File: config.mk
export PLATFORM = sky130hd
export DESIGN_NAME = integer_field_formatter_top_flat
export DESIGN_NICKNAME = d
export VERILOG_FILES = /design/src/rtl/core/iff_pkg.sv /design/src/rtl/core/iff_in_if.sv /design/src/rtl/core/iff_out_if.sv /design/src/rtl/core/integer_field_formatter_top.sv /design/src/flat_wrapper.sv
export SDC_FILE = /design/constraint.sdc
export NUM_CORES = 1
export LEC_CHECK = 0
export BUFFER_PORTS_ARGS = -buffer_cell sky130_fd_sc_hd__clkbuf_2
export CORE_UTILIZATION = 50
export CTS_BUF_LIST = sky130_fd_sc_hd__clkbuf_2 sky130_fd_sc_hd__clkbuf_4 sky130_fd_sc_hd__clkbuf_8
export DETAILED_ROUTE_END_ITERATION = 10
export GPL_TIMING_DRIVEN = 1
export PLACE_DENSITY_LB_ADDON = 0.08
export SYNTH_ARGS = -nofsm -noshare
export SYNTH_HDL_FRONTEND = slang
export SYNTH_SLANG_ARGS = --single-unit
File: constraint.sdc
create_clock -name clk -period 13.15 [get_ports clk]
set_input_delay 2.63 -clock clk [delete_from_list [all_inputs] [get_ports clk]]
set_output_delay 2.63 -clock clk [all_outputs]
set_load 0.1 [all_outputs]
File: src/rtl/core/iff_pkg.sv
// ----------------------------------------------------------------------------
// Integer field formatter package
// Shared sizes, selector codes, state type and character helpers.
// ----------------------------------------------------------------------------
package iff_pkg;

  // Formatting limits.
  localparam int VALUE_WIDTH     = 32;
  localparam int DIGIT_BUF_DEPTH = 32;
  localparam int MAX_FIELD       = 31;

  // Digit store holds enough digits for the longest natural form (octal).
  localparam int NDIG      = (VALUE_WIDTH + 2) / 3;
  localparam int DIG_IDX_W = $clog2(NDIG);
  localparam int CNT_W     = $clog2(VALUE_WIDTH);
  // Positions span sign, prefix and the widest digit run or field.
  localparam int POS_W     = 7;

  // Base selector codes. The reserved code is formatted as decimal.
  localparam logic [1:0] BASE_DEC  = 2'd0;
  localparam logic [1:0] BASE_HEX  = 2'd1;
  localparam logic [1:0] BASE_OCT  = 2'd2;
  localparam logic [1:0] BASE_RSVD = 2'd3;

  // Sign selector codes. The reserved code prints no sign.
  localparam logic [1:0] SIGN_NONE  = 2'd0;
  localparam logic [1:0] SIGN_MINUS = 2'd1;
  localparam logic [1:0] SIGN_SPACE = 2'd2;
  localparam logic [1:0] SIGN_RSVD  = 2'd3;

  // ASCII characters used by the sequencer.
  localparam logic [7:0] CH_SPACE = 8'h20;
  localparam logic [7:0] CH_MINUS = 8'h2D;
  localparam logic [7:0] CH_ZERO  = 8'h30;
  localparam logic [7:0] CH_X_UP  = 8'h58;
  localparam logic [7:0] CH_X_LO  = 8'h78;

  // Digit tables, written high digit first so that element d holds digit d.
  localparam logic [15:0][7:0] HEX_UPPER = "FEDCBA9876543210";
  localparam logic [15:0][7:0] HEX_LOWER = "fedcba9876543210";

  typedef enum logic [2:0] {
    ST_IDLE,
    ST_CONV,
    ST_SIZE,
    ST_PLAN,
    ST_EMIT
  } iff_state_t;

  typedef logic [NDIG-1:0][3:0] iff_digits_t;

  // Map one digit value to its ASCII character.
  function automatic logic [7:0] digit_char(input logic [3:0] d, input logic upper);
    digit_char = upper ? HEX_UPPER[d] : HEX_LOWER[d];
  endfunction

endpackage

File: src/rtl/core/iff_in_if.sv
// ----------------------------------------------------------------------------
// Formatter input channel
// Valid/ready channel carrying one magnitude and its formatting controls.
// ----------------------------------------------------------------------------
interface iff_in_if import iff_pkg::*; ();
  logic                   valid;
  logic                   ready;
  logic [VALUE_WIDTH-1:0] magnitude;
  logic [1:0]             base_sel;
  logic [4:0]             field_width;
  logic [4:0]             min_digits;
  logic                   left_just;
  logic                   zero_fill;
  logic                   caps;
  logic [1:0]             sign_char;
  logic                   alt_prefix;

  modport source (
    output valid, magnitude, base_sel, field_width, min_digits, left_just,
           zero_fill, caps, sign_char, alt_prefix,
    input  ready
  );

  modport sink (
    input  valid, magnitude, base_sel, field_width, min_digits, left_just,
           zero_fill, caps, sign_char, alt_prefix,
    output ready
  );
endinterface

File: src/rtl/core/iff_out_if.sv
// ----------------------------------------------------------------------------
// Formatter output channel
// Valid/ready channel carrying one ASCII character and its last marker.
// ----------------------------------------------------------------------------
interface iff_out_if ();
  logic       valid;
  logic       ready;
  logic [7:0] out_char;
  logic       last;

  modport source (
    output valid, out_char, last,
    input  ready
  );

  modport sink (
    input  valid, out_char, last,
    output ready
  );
endinterface

File: src/rtl/core/integer_field_formatter_top.sv
// ----------------------------------------------------------------------------
// Integer field formatter
// Turns one unsigned magnitude into a padded, signed, prefixed ASCII field.
// ----------------------------------------------------------------------------
// Usage:
//   in_chan carries one magnitude with its controls (base, field width,
//   minimum digits, alignment, zero padding, case, sign, alternate form).
//   out_chan returns the field one character per transaction, with last set
//   on the final character. Each field yields 1 to 34 characters.
// Sequencing:
//   Decimal values pass through a shift-and-add-3 converter, one bit per
//   cycle, before sizing; hexadecimal and octal digits are sliced directly.
//   The ST_SIZE and ST_PLAN states then size the field, and the emitter
//   sends one character per cycle into the output register while the
//   output is not stalled. in_chan.ready is high only when idle, so a new
//   magnitude is accepted only after the previous field's final character
//   has been loaded into the output register.
// Reset:
//   rst_n is synchronous, active low; it returns the sequencer to idle and
//   drops the output valid. No clearing pass is needed.
// Stalls:
//   When out_chan.ready is low the output register holds its character and
//   the emitter waits; nothing is lost or repeated.
// ----------------------------------------------------------------------------
module integer_field_formatter_top import iff_pkg::*; (
  input  logic      clk,
  input  logic      rst_n,
  iff_in_if.sink    in_chan,
  iff_out_if.source out_chan
);

  iff_state_t state_r, state_nxt;

  // Captured controls.
  logic [1:0]       base_r;
  logic [4:0]       width_r;
  logic [4:0]       mind_r;
  logic             left_r;
  logic             zpad_r;
  logic             upper_r;
  logic [1:0]       sign_r;
  logic             alt_r;

  // Shared conversion unit.
  iff_digits_t            dig_r;
  iff_digits_t            dig_adj;
  logic [VALUE_WIDTH-1:0] bin_r;
  logic [CNT_W-1:0]       bit_cnt_r;
  logic [4*NDIG+VALUE_WIDTH-1:0] dd_shift;

  // Field plan.
  logic [POS_W-1:0] ndig_r;
  logic [POS_W-1:0] b_sign_r, b_pfx_r, b_zp_r, b_dig_r, b_tail_r, total_m1_r;
  logic [POS_W-1:0] pos_r;

  // Output register.
  logic       out_valid_r;
  logic [7:0] out_char_r;
  logic       out_last_r;

  logic             in_ready;
  logic             in_acc;
  logic             emit_go;
  logic             is_last;
  logic [7:0]       ch;
  logic [POS_W-1:0] nat_dig;
  logic [POS_W-1:0] min_dig_c;
  logic [POS_W-1:0] width_c;
  logic [POS_W-1:0] sign_len;
  logic [POS_W-1:0] pfx_len;
  logic [POS_W-1:0] content;
  logic [POS_W-1:0] pad;
  logic [POS_W-1:0] lead;
  logic [POS_W-1:0] zp;
  logic [POS_W-1:0] tail;
  logic [POS_W-1:0] dig_pos;
  logic [4*NDIG-1:0]  hex_ext;
  logic [3*NDIG-1:0]  oct_ext;

  // Sequencer controls.
  always_comb begin
    in_ready = (state_r == ST_IDLE);
    emit_go  = (state_r == ST_EMIT) && (!out_valid_r || out_chan.ready);
  end

  assign in_acc        = in_chan.valid && in_ready;
  assign in_chan.ready = in_ready;
  assign is_last       = (pos_r == total_m1_r);

  // Next state.
  always_comb begin
    state_nxt = state_r;
    case (state_r)
      ST_IDLE: begin
        if (in_acc) begin
          if (in_chan.base_sel == BASE_HEX || in_chan.base_sel == BASE_OCT) begin
            state_nxt = ST_SIZE;
          end else begin
            state_nxt = ST_CONV;
          end
        end
      end
      ST_CONV: begin
        if (bit_cnt_r == '0) begin
          state_nxt = ST_SIZE;
        end
      end
      ST_SIZE: state_nxt = ST_PLAN;
      ST_PLAN: state_nxt = ST_EMIT;
      ST_EMIT: begin
        if (emit_go && is_last) begin
          state_nxt = ST_IDLE;
        end
      end
      default: state_nxt = ST_IDLE;
    endcase
  end

  // Control registers.
  always_ff @(posedge clk) begin
    if (!rst_n) begin
      state_r     <= ST_IDLE;
      out_valid_r <= 1'b0;
    end else begin
      state_r <= state_nxt;
      if (emit_go) begin
        out_valid_r <= 1'b1;
      end else if (out_chan.ready) begin
        out_valid_r <= 1'b0;
      end
    end
  end

  // Double dabble step: add 3 to every digit of five or more, then shift.
  always_comb begin
    for (int i = 0; i < NDIG; i++) begin
      dig_adj[i] = (dig_r[i] >= 4'd5) ? dig_r[i] + 4'd3 : dig_r[i];
    end
    dd_shift = {dig_adj[NDIG-1:0], bin_r} << 1;
  end

  // Zero-extended magnitude for direct hex and octal slicing.
  assign hex_ext = (4*NDIG)'(in_chan.magnitude);
  assign oct_ext = (3*NDIG)'(in_chan.magnitude);

  // Natural digit count: position of the highest nonzero digit, at least one.
  always_comb begin
    nat_dig = POS_W'(1);
    for (int i = 0; i < NDIG; i++) begin
      if (dig_r[i] != 4'd0) begin
        nat_dig = POS_W'(i + 1);
      end
    end
    min_dig_c = (POS_W'(mind_r) > POS_W'(DIGIT_BUF_DEPTH)) ?
                POS_W'(DIGIT_BUF_DEPTH) : POS_W'(mind_r);
  end

  // Field layout from the digit count and the controls.
  always_comb begin
    width_c  = (POS_W'(width_r) > POS_W'(MAX_FIELD)) ? POS_W'(MAX_FIELD) : POS_W'(width_r);
    sign_len = (sign_r == SIGN_MINUS || sign_r == SIGN_SPACE) ? POS_W'(1) : '0;
    if (alt_r && base_r == BASE_HEX) begin
      pfx_len = POS_W'(2);
    end else if (alt_r && base_r == BASE_OCT) begin
      pfx_len = POS_W'(1);
    end else begin
      pfx_len = '0;
    end
    content = ndig_r + sign_len + pfx_len;
    pad     = (width_c > content) ? width_c - content : '0;
    lead    = (!left_r && !zpad_r) ? pad : '0;
    zp      = (!left_r && zpad_r) ? pad : '0;
    tail    = left_r ? pad : '0;
  end

  // Character at the current position.
  always_comb begin
    dig_pos = b_tail_r - pos_r - POS_W'(1);
    if (pos_r < b_sign_r) begin
      ch = CH_SPACE;
    end else if (pos_r < b_pfx_r) begin
      ch = (sign_r == SIGN_MINUS) ? CH_MINUS : CH_SPACE;
    end else if (pos_r < b_zp_r) begin
      if (pos_r == b_pfx_r) begin
        ch = CH_ZERO;
      end else begin
        ch = upper_r ? CH_X_UP : CH_X_LO;
      end
    end else if (pos_r < b_dig_r) begin
      ch = CH_ZERO;
    end else if (pos_r < b_tail_r) begin
      if (dig_pos < POS_W'(NDIG)) begin
        ch = digit_char(dig_r[dig_pos[DIG_IDX_W-1:0]], upper_r);
      end else begin
        ch = CH_ZERO;
      end
    end else begin
      ch = CH_SPACE;
    end
  end

  // Datapath registers.
  always_ff @(posedge clk) begin
    if (in_acc) begin
      base_r  <= in_chan.base_sel;
      width_r <= in_chan.field_width;
      mind_r  <= in_chan.min_digits;
      left_r  <= in_chan.left_just;
      zpad_r  <= in_chan.zero_fill;
      upper_r <= in_chan.caps;
      sign_r  <= in_chan.sign_char;
      alt_r   <= in_chan.alt_prefix;
      bin_r     <= in_chan.magnitude;
      bit_cnt_r <= CNT_W'(VALUE_WIDTH - 1);
      for (int i = 0; i < NDIG; i++) begin
        if (in_chan.base_sel == BASE_HEX) begin
          dig_r[i] <= hex_ext[4*i +: 4];
        end else if (in_chan.base_sel == BASE_OCT) begin
          dig_r[i] <= {1'b0, oct_ext[3*i +: 3]};
        end else begin
          dig_r[i] <= 4'd0;
        end
      end
    end else if (state_r == ST_CONV) begin
      dig_r     <= dd_shift[4*NDIG+VALUE_WIDTH-1:VALUE_WIDTH];
      bin_r     <= dd_shift[VALUE_WIDTH-1:0];
      bit_cnt_r <= bit_cnt_r - CNT_W'(1);
    end

    if (state_r == ST_SIZE) begin
      ndig_r <= (nat_dig > min_dig_c) ? nat_dig : min_dig_c;
    end

    if (state_r == ST_PLAN) begin
      b_sign_r   <= lead;
      b_pfx_r    <= lead + sign_len;
      b_zp_r     <= lead + sign_len + pfx_len;
      b_dig_r    <= lead + sign_len + pfx_len + zp;
      b_tail_r   <= lead + content + zp;
      total_m1_r <= lead + content + zp + tail - POS_W'(1);
      pos_r      <= '0;
    end else if (emit_go) begin
      pos_r <= pos_r + POS_W'(1);
    end

    if (emit_go) begin
      out_char_r <= ch;
      out_last_r <= is_last;
    end
  end

  assign out_chan.valid    = out_valid_r;
  assign out_chan.out_char = out_char_r;
  assign out_chan.last     = out_last_r;

`ifndef SYNTHESIS
  // An accepted transaction goes to conversion or straight to sizing.
  a_accept_start: assert property (@(posedge clk) disable iff (!rst_n)
    in_acc |=> (state_r == ST_CONV || state_r == ST_SIZE))
    else $error("accepted transaction did not start conversion or sizing");

  // The emitter never runs past the planned field length.
  a_pos_bound: assert property (@(posedge clk) disable iff (!rst_n)
    (state_r == ST_EMIT) |-> (pos_r <= total_m1_r))
    else $error("emit position beyond end of field");

  // Sending the final character returns the sequencer to idle.
  a_last_idle: assert property (@(posedge clk) disable iff (!rst_n)
    (emit_go && is_last) |=> (state_r == ST_IDLE && out_valid_r && out_last_r))
    else $error("final character did not end the field");

  // Only decimal values use the conversion loop.
  a_conv_dec: assert property (@(posedge clk) disable iff (!rst_n)
    (state_r == ST_CONV) |-> (base_r != BASE_HEX && base_r != BASE_OCT))
    else $error("conversion loop entered for hex or octal");
`endif

endmodule

File: src/flat_wrapper.sv
// flat-port wrapper written by rule: the top's interface ports become plain ports
module integer_field_formatter_top_flat import iff_pkg::*;
  (clk, rst_n, in_chan_valid, in_chan_magnitude, in_chan_base_sel, in_chan_field_width, in_chan_min_digits, in_chan_left_just, in_chan_zero_fill, in_chan_caps, in_chan_sign_char, in_chan_alt_prefix, in_chan_ready, out_chan_valid, out_chan_out_char, out_chan_last, out_chan_ready);
  iff_in_if in_chan_i ();
  iff_out_if out_chan_i ();
  input  logic clk;
  input  logic rst_n;
  input wire logic [$bits(in_chan_i.valid)-1:0] in_chan_valid;
  input wire logic [$bits(in_chan_i.magnitude)-1:0] in_chan_magnitude;
  input wire logic [$bits(in_chan_i.base_sel)-1:0] in_chan_base_sel;
  input wire logic [$bits(in_chan_i.field_width)-1:0] in_chan_field_width;
  input wire logic [$bits(in_chan_i.min_digits)-1:0] in_chan_min_digits;
  input wire logic [$bits(in_chan_i.left_just)-1:0] in_chan_left_just;
  input wire logic [$bits(in_chan_i.zero_fill)-1:0] in_chan_zero_fill;
  input wire logic [$bits(in_chan_i.caps)-1:0] in_chan_caps;
  input wire logic [$bits(in_chan_i.sign_char)-1:0] in_chan_sign_char;
  input wire logic [$bits(in_chan_i.alt_prefix)-1:0] in_chan_alt_prefix;
  output wire logic [$bits(in_chan_i.ready)-1:0] in_chan_ready;
  output wire logic [$bits(out_chan_i.valid)-1:0] out_chan_valid;
  output wire logic [$bits(out_chan_i.out_char)-1:0] out_chan_out_char;
  output wire logic [$bits(out_chan_i.last)-1:0] out_chan_last;
  input wire logic [$bits(out_chan_i.ready)-1:0] out_chan_ready;
  assign in_chan_i.valid = in_chan_valid;
  assign in_chan_i.magnitude = in_chan_magnitude;
  assign in_chan_i.base_sel = in_chan_base_sel;
  assign in_chan_i.field_width = in_chan_field_width;
  assign in_chan_i.min_digits = in_chan_min_digits;
  assign in_chan_i.left_just = in_chan_left_just;
  assign in_chan_i.zero_fill = in_chan_zero_fill;
  assign in_chan_i.caps = in_chan_caps;
  assign in_chan_i.sign_char = in_chan_sign_char;
  assign in_chan_i.alt_prefix = in_chan_alt_prefix;
  assign in_chan_ready = in_chan_i.ready;
  assign out_chan_valid = out_chan_i.valid;
  assign out_chan_out_char = out_chan_i.out_char;
  assign out_chan_last = out_chan_i.last;
  assign out_chan_i.ready = out_chan_ready;
  integer_field_formatter_top u_core (.clk(clk), .rst_n(rst_n), .in_chan(in_chan_i), .out_chan(out_chan_i));
endmodule
# After elaboration in Yosys (flattened, before gate mapping)

Memory sizes are Yosys's and may differ from the RTL's.
Index checks and enable logic that the tools add are counted.

$add $sub $neg: 25
Magnitude comparators: 21
Equality and inequality tests: 15
Muxes and demuxes: 75
Reduce and logical (&&, ||, !) cells: 28

Operator list:

| kind                                                               | number |
|---|---|
| two-way mux 4 bit                                                  | 27 |
| two-way mux 44 bit                                                 | 2 |
| two-way mux 8 bit                                                  | 9 |
| two-way mux 32 bit                                                 | 2 |
| adder 7 bit                                                        | 8 |
| two-way mux 3 bit                                                  | 18 |
| greater-or-equal comparator 4 x 3 -> 1 bit (second input constant) | 11 |
| adder 4 x 2 -> 4 bit (second input constant)                       | 10 |
| nonzero test 4 bit                                                 | 10 |
| < comparator 7 bit                                                 | 5 |
| two-way mux 7 bit                                                  | 5 |
| binary-select mux 4 bit (select 4 bit)                             | 1 |
| case mux 3 bit (5 select lines)                                    | 1 |
| equality test 7 bit                                                | 2 |
| subtractor 7 x 1 -> 7 bit (second input constant)                  | 2 |
| < comparator 4 x 5 -> 1 bit (second input constant)                | 2 |
| two-way mux 2 bit                                                  | 4 |
| adder 7 x 1 -> 7 bit (second input constant)                       | 1 |
| greater-than comparator 5 x 7 -> 1 bit                             | 1 |
| logical AND 1 bit                                                  | 7 |
| < comparator 7 x 4 -> 1 bit (second input constant)                | 1 |
| subtractor 5 x 7 -> 7 bit                                          | 1 |
| subtractor 7 bit                                                   | 1 |
| equality test 2 x 1 -> 1 bit (second input constant)               | 3 |
| 18 further kinds                                                   | 30 |

Flip-flop bits (word level): 168
Memory bits (read-only): 256
Bits of input ports: 54
Memories: 2

Memories:

| memory          | words | bits a word | read ports | clocked after memory_dff | write ports | RTL line      | source |
|---|---|---|---|---|---|---|---|
| (no name shown) | 16    | 8           | 1          | 0                        | 0           | iff_pkg.sv:54 | `digit_char = upper ? HEX_UPPER[d] : HEX_LOWER[d];` |
| (no name shown) | 16    | 8           | 1          | 0                        | 0           | iff_pkg.sv:54 |  |

# Logic depth before layout (Yosys ltp)

Depth in word-level cells: 13
Depth in mapped cells: 28

# Least setup slack after synthesis

Ideal clock, no wire load.

Path kind: flip-flop to flip-flop
Start: register u_core.sign_r[0]
End: register u_core.total_m1_r[6], data pin
Library setup time: 0.258 ns
Arrival: 5.559 ns
Required time: 12.892 ns
Slack: 7.333 ns
Stages on the path, launching flop included: 25
Path buffers: 0
Clock period less this slack: 5.817 ns
Path through: edfxtp_1 > ha_1 > fa_1 > fa_1 > inv_1 > fa_1 > xor2_1 > xnor2_1 > nand2_1 > nor2_1 > inv_1 > fa_1 > inv_1 > fa_1 > inv_1 > ha_1 > inv_1 > ha_1 > a21o_1 > a21oi_1 > o21bai_1 > a21oi_1 > xnor2_1 > xnor2_1 > xnor2_1

Word-level cells in the longest chain between the ends: 12
Elaborated cells on any way between the ends: 16

Ends and longest elaborated chain:

| what                                                                                       | RTL line                           | source |
|---|---|---|
| start: declaration                                                                         | integer_field_formatter_top.sv:41  | `logic [1:0] sign_r;` |
| start signal: assignment                                                                   | integer_field_formatter_top.sv:211 | `sign_r <= in_chan.sign_char;` |
| equality test 2 x 1 -> 1 bit / equality test 2 bit (equally long branches)                 | integer_field_formatter_top.sv:161 | `sign_len = (sign_r == SIGN_MINUS \|\| sign_r == SIGN_SPACE) ? POS_W'(1) : '0;` |
| logical OR 1 bit (*)                                                                       | integer_field_formatter_top.sv:161 |  |
| two-way mux 1 bit (*)                                                                      | integer_field_formatter_top.sv:161 |  |
| adder 7 bit (*) (2 in series)                                                              | integer_field_formatter_top.sv:169 | `content = ndig_r + sign_len + pfx_len;` |
| subtractor 5 x 7 -> 7 bit / greater-than comparator 5 x 7 -> 1 bit (equally long branches) | integer_field_formatter_top.sv:170 | `pad = (width_c > content) ? width_c - content : '0;` |
| two-way mux 7 bit (*)                                                                      | integer_field_formatter_top.sv:170 |  |
| two-way mux 7 bit (*)                                                                      | integer_field_formatter_top.sv:171 | `lead = (!left_r && !zpad_r) ? pad : '0;` |
| via u_core.lead[2]                                                                         | integer_field_formatter_top.sv:73  | `logic [POS_W-1:0] lead;` |
| adder 7 bit (*) (3 in series)                                                              | integer_field_formatter_top.sv:240 | `total_m1_r <= lead + content + zp + tail - POS_W'(1);` |
| subtractor 7 x 1 -> 7 bit (*)                                                              | integer_field_formatter_top.sv:240 |  |
| end signal: assignment                                                                     | integer_field_formatter_top.sv:240 |  |
| end: declaration                                                                           | integer_field_formatter_top.sv:53  | `logic [POS_W-1:0] b_sign_r, b_pfx_r, b_zp_r, b_dig_r, b_tail_r, total_m1_r;` |

Mark *: on every way through the listed nets, which the timed path passes. The rest lies on a longest branch.
A chain may end at the register's enable or synchronous reset.

# Worst setup path in the final report

Same ends and word-level chain as after synthesis.

==> flow_summary.json <==
{
  "dpl-instance-area_sq_mm": 0.0116,
  "cts-buffers-inserted": 17,
  "synth_cells": 1113,
  "gp_congestion": 0.833,
  "ys.flop_type": "edfxtp_1",
  "hold_path_class": "flip-flop to flip-flop",
  "post-route-period-util": 0.478,
  "post_cts_buffers": 0,
  "htree_levels": 4,
  "finalHoldViolations": 0,
  "synth_area_leader_cell": "edfxtp_1",
  "max-vdd-ir-drop_uv": 173,
  "ys_warn_count": 0,
  "dieArea_sq_mm": 0.0226,
  "antenna-diode-count": 0,
  "crit_path_max_incr_delay_ns": 0.57,
  "startpoint": "u_core.sign_r[0]",
  "synth.distinct_cells": 74,
  "drive_gt1_frac": 0.117,
  "worst_setup_path_start_kind": "flip-flop",
  "postCtsResizedCells": 0,
  "wl_mm": 24.8,
  "drc": 0,
  "drv_cap": 0,
  "io_pins": 65,
  "timing.fmax_mhz": 159,
  "drtIter0Drc": 768,
  "status": "complete, no violations",
  "ys_seq_area_frac": 0.435,
  "area_growth_syn_to_layout_pct": 8.60,
  "grt_pass1_vias": 7544,
  "grt_first_pass_wirelength_mm": 40.7,
  "via_per_inst": 5.49,
  "syn_avg_cell_area_sq_um": 9.89,
  "regToRegStartpoint": "u_core.sign_r[0]",
  "nets": 1336,
  "synth_area_sq_mm": 0.0110,
  "synthTopCellsByArea": "edfxtp_1, ha_1, nand2_1, inv_1, a21oi_1",
  "clock-sinks": 165,
  "synth_top_area_frac": 0.406,
  "hold_buffers": 0,
  "fillers": 1878,
  "ys_seq_elements": 165,
  "setup_violations": 0,
  "crit_path_end_kind": "flip-flop",
  "grt_max_degree": 77,
  "async_reset_ff_frac": 0,
  "required_ns": 13.37,
  "finalSetupTns_ns": 0,
  "root_buffer": "clkbuf_8",
  "finalCriticalPeriod_ns": 6.29,
  "p_leak_nw": 5.20,
  "slowest_stage": "fa_1",
  "vias": 7992,
  "placementRows": 53,
  "cts_tree": "yes",
  "die_w_microns": 150,
  "cts_max_path_buffers": 2,
  "design_area_sq_mm": 0.0120,
  "p_per_area_mw_per_mm2": 232,
  "portBuffers": 63,
  "slew-limit-headroom": 0.290,
  "finalClockSkew_ns": 0.0182,
  "ant_nets": 0,
  "arrival_ns": 6.50,
  "crit_family": "adder cells",
  "die_h_microns": 150,
  "hpwl_mm": 18.3,
  "min_from": "u_core.mind_r[4]",
  "clk_pin_slew_worst_paths_ns": 0.09,
  "finalMaxSlewViolations": 0,
  "rsz0062_at_grt": "no",
  "clock_latency_ns": 0.48,
  "fp.coreArea_sq_mm": 0.0213,
  "synth_edf_count": 149,
  "crit_fanout": 6,
  "wire_per_inst_microns": 17.0,
  "grt_use_total": 0.237,
  "globalRouteOverflowTotal": 0,
  "crit_type": "flip-flop to flip-flop",
  "path_buf_inv": 5,
  "start_util": 0.517,
  "worstMarginPinSlew_ns": 1.06,
  "crit_path_cell_trace": "ha_1 -> fa_1 -> fa_1 -> inv_1 -> fa_1 -> xor2_1 -> xnor2_1 -> nand2_1 -> nor2_1 -> inv_1 -> fa_1 -> inv_1 -> fa_1 -> inv_1 -> ha_1 -> inv_1 -> ha_1 -> a21o_1 -> a21oi_1 -> o21bai_1 -> a21oi_1 -> xnor2_1 -> xnor2_1 -> xnor2_1",
  "antenna_found_initial": 1,
  "first_pass_iters": 5
}
[per-stage QoR]
step           utilization  hold slack [ns]  power (mW)  setup WS [ns]  instances
6_report             0.562            0.497        2.78           6.86       1457
2_1_floorplan            -            0.466        2.08           7.33       1117
4_1_cts              0.562            0.492        2.78           6.87       1457
3_3_place_gp         0.545            0.479        2.40           7.00       1425
5_1_grt              0.562            0.515        3.02           6.49       1457
3_5_place_dp         0.545            0.470        2.42           6.94       1425
[cell type report]
type	instances	area (sq um)	share of cell area
flip-flops and latches	165	4790	0.401
clock inverters	15	129	0.0108
clock buffers	17	234	0.0196
well taps	275	344	0.0288
repair buffers	68	353	0.0295
inverters	125	470	0.0393
multi-input cells	792	5640	0.471
[worst paths after layout]
| path | slack, ns | to | cells after the start |
|---|---|---|---|
| worst max-delay path | 6.86 | u_core.total_m1_r[6] | 24 |
| worst min-delay path | 0.50 | u_core.ndig_r[4] | 0 |
| worst max register to register | 6.86 | u_core.total_m1_r[6] | 24 |
| worst min register to register | 0.50 | u_core.ndig_r[4] | 0 |
[placed cells by master, fill, tap and decap left out, types with 11 or more instances in the layout]
cell type  instances
xor2_1            27
nand3_1           30
mux2i_1           13
a21oi_1           76
xnor2_1           43
nor3b_1           12
nor2_1            77
o21ai_0           50
nand2b_1          16
inv_1            124
edfxtp_1         149
nand2_1          152
fa_1              12
clkbuf_2          63
ha_1             101
nand3b_1          11
dfxtp_1           16
clkbuf_8          17
a21o_1            17
a31oi_1           12
[routing by layer]
| layer | vias up | track usage | routed length [microns] |
|---|---|---|---|
| met2 | 200 | 0.333 | 10200 |
| met3 | 19 | 0.0412 | 1100 |
| met1 | 3796 | 0.376 | 13300 |
| li1 | 3977 | - | - |
| met4 | 0 | 0.0520 | 272 |
| met5 | - | 0 | 0 |
[worst register-to-register path, delay by kind of cell (launching register included)]
| family | cells | cell delay, ns |
|---|---|---|
| buffers and inverters | 5 | 0.33 |
| AND/OR/NAND/NOR | 2 | 0.36 |
| AO/OA/AOI/OAI | 4 | 0.68 |
| XOR/XNOR | 5 | 0.99 |
| adder cells (fa/ha/maj) | 8 | 3.31 |
| flip-flops | 1 | 0.38 |
[kinds of logic after synthesis]
logic type / count (synthesis) / share of synthesized area
AOI/OAI and AO/OA: 219 / 0.124
xor gates and xnor gates: 75 / 0.0638
adders and majority gates: 116 / 0.139
buffers and inverters: 160 / 0.0559
DFF: 165 / 0.435
muxes: 23 / 0.0302
other: 2 / 0.000682
and+or+nand+nor: 353 / 0.151
[synth_stat cells, types with 3 or more instances]
cell type and instances:
o21ai_1 3, maj3_1 3, clkbuf_1 29, nor2b_1 7
edfxtp_1 149, mux4_2 8, xor2_1 27, xor2_2 4
xnor2_1 43, o21ai_0 50, ha_1 101, a31oi_1 12
nor3b_1 12, o31ai_1 5, dfxtp_1 16, nand3b_1 11
a21oi_1 76, or2_2 3, and3_1 5, buf_2 3
o2111ai_1 4, or3_1 8, nor3_1 8, inv_1 125
a21o_1 17, o211ai_1 8, nand2_1 154, nand2b_1 16
nand3_1 30, o21a_1 6, nor2_1 78, fa_1 12
o21bai_1 5, mux2i_1 13, nor4_1 4, a22oi_1 5
a211oi_1 8
[power breakdown]
part	internal, mW	switching (mW)	leakage (nW)
clock network	0.135	0.214	0.173
registers	0.829	0.133	1.55
logic	0.611	0.858	3.48
total	1.57	1.21	5.20
[registers in the layout, summed over array words and instances, names as in the netlist, 2 cells and up]
register / cells
u_core.b_zp_r: 7
u_core.pos_r: 7
u_core.total_m1_r: 7
u_core.state_r: 3
u_core.mind_r: 5
u_core.b_tail_r: 7
u_core.b_pfx_r: 7
u_core.sign_r: 2
u_core.out_chan.out_char: 7
u_core.bin_r: 32
u_core.base_r: 2
u_core.bit_cnt_r: 5
u_core.ndig_r: 5
u_core.dig_r: 44
u_core.b_dig_r: 7
u_core.width_r: 5
u_core.b_sign_r: 7
(Power assumes the default switching activity.)
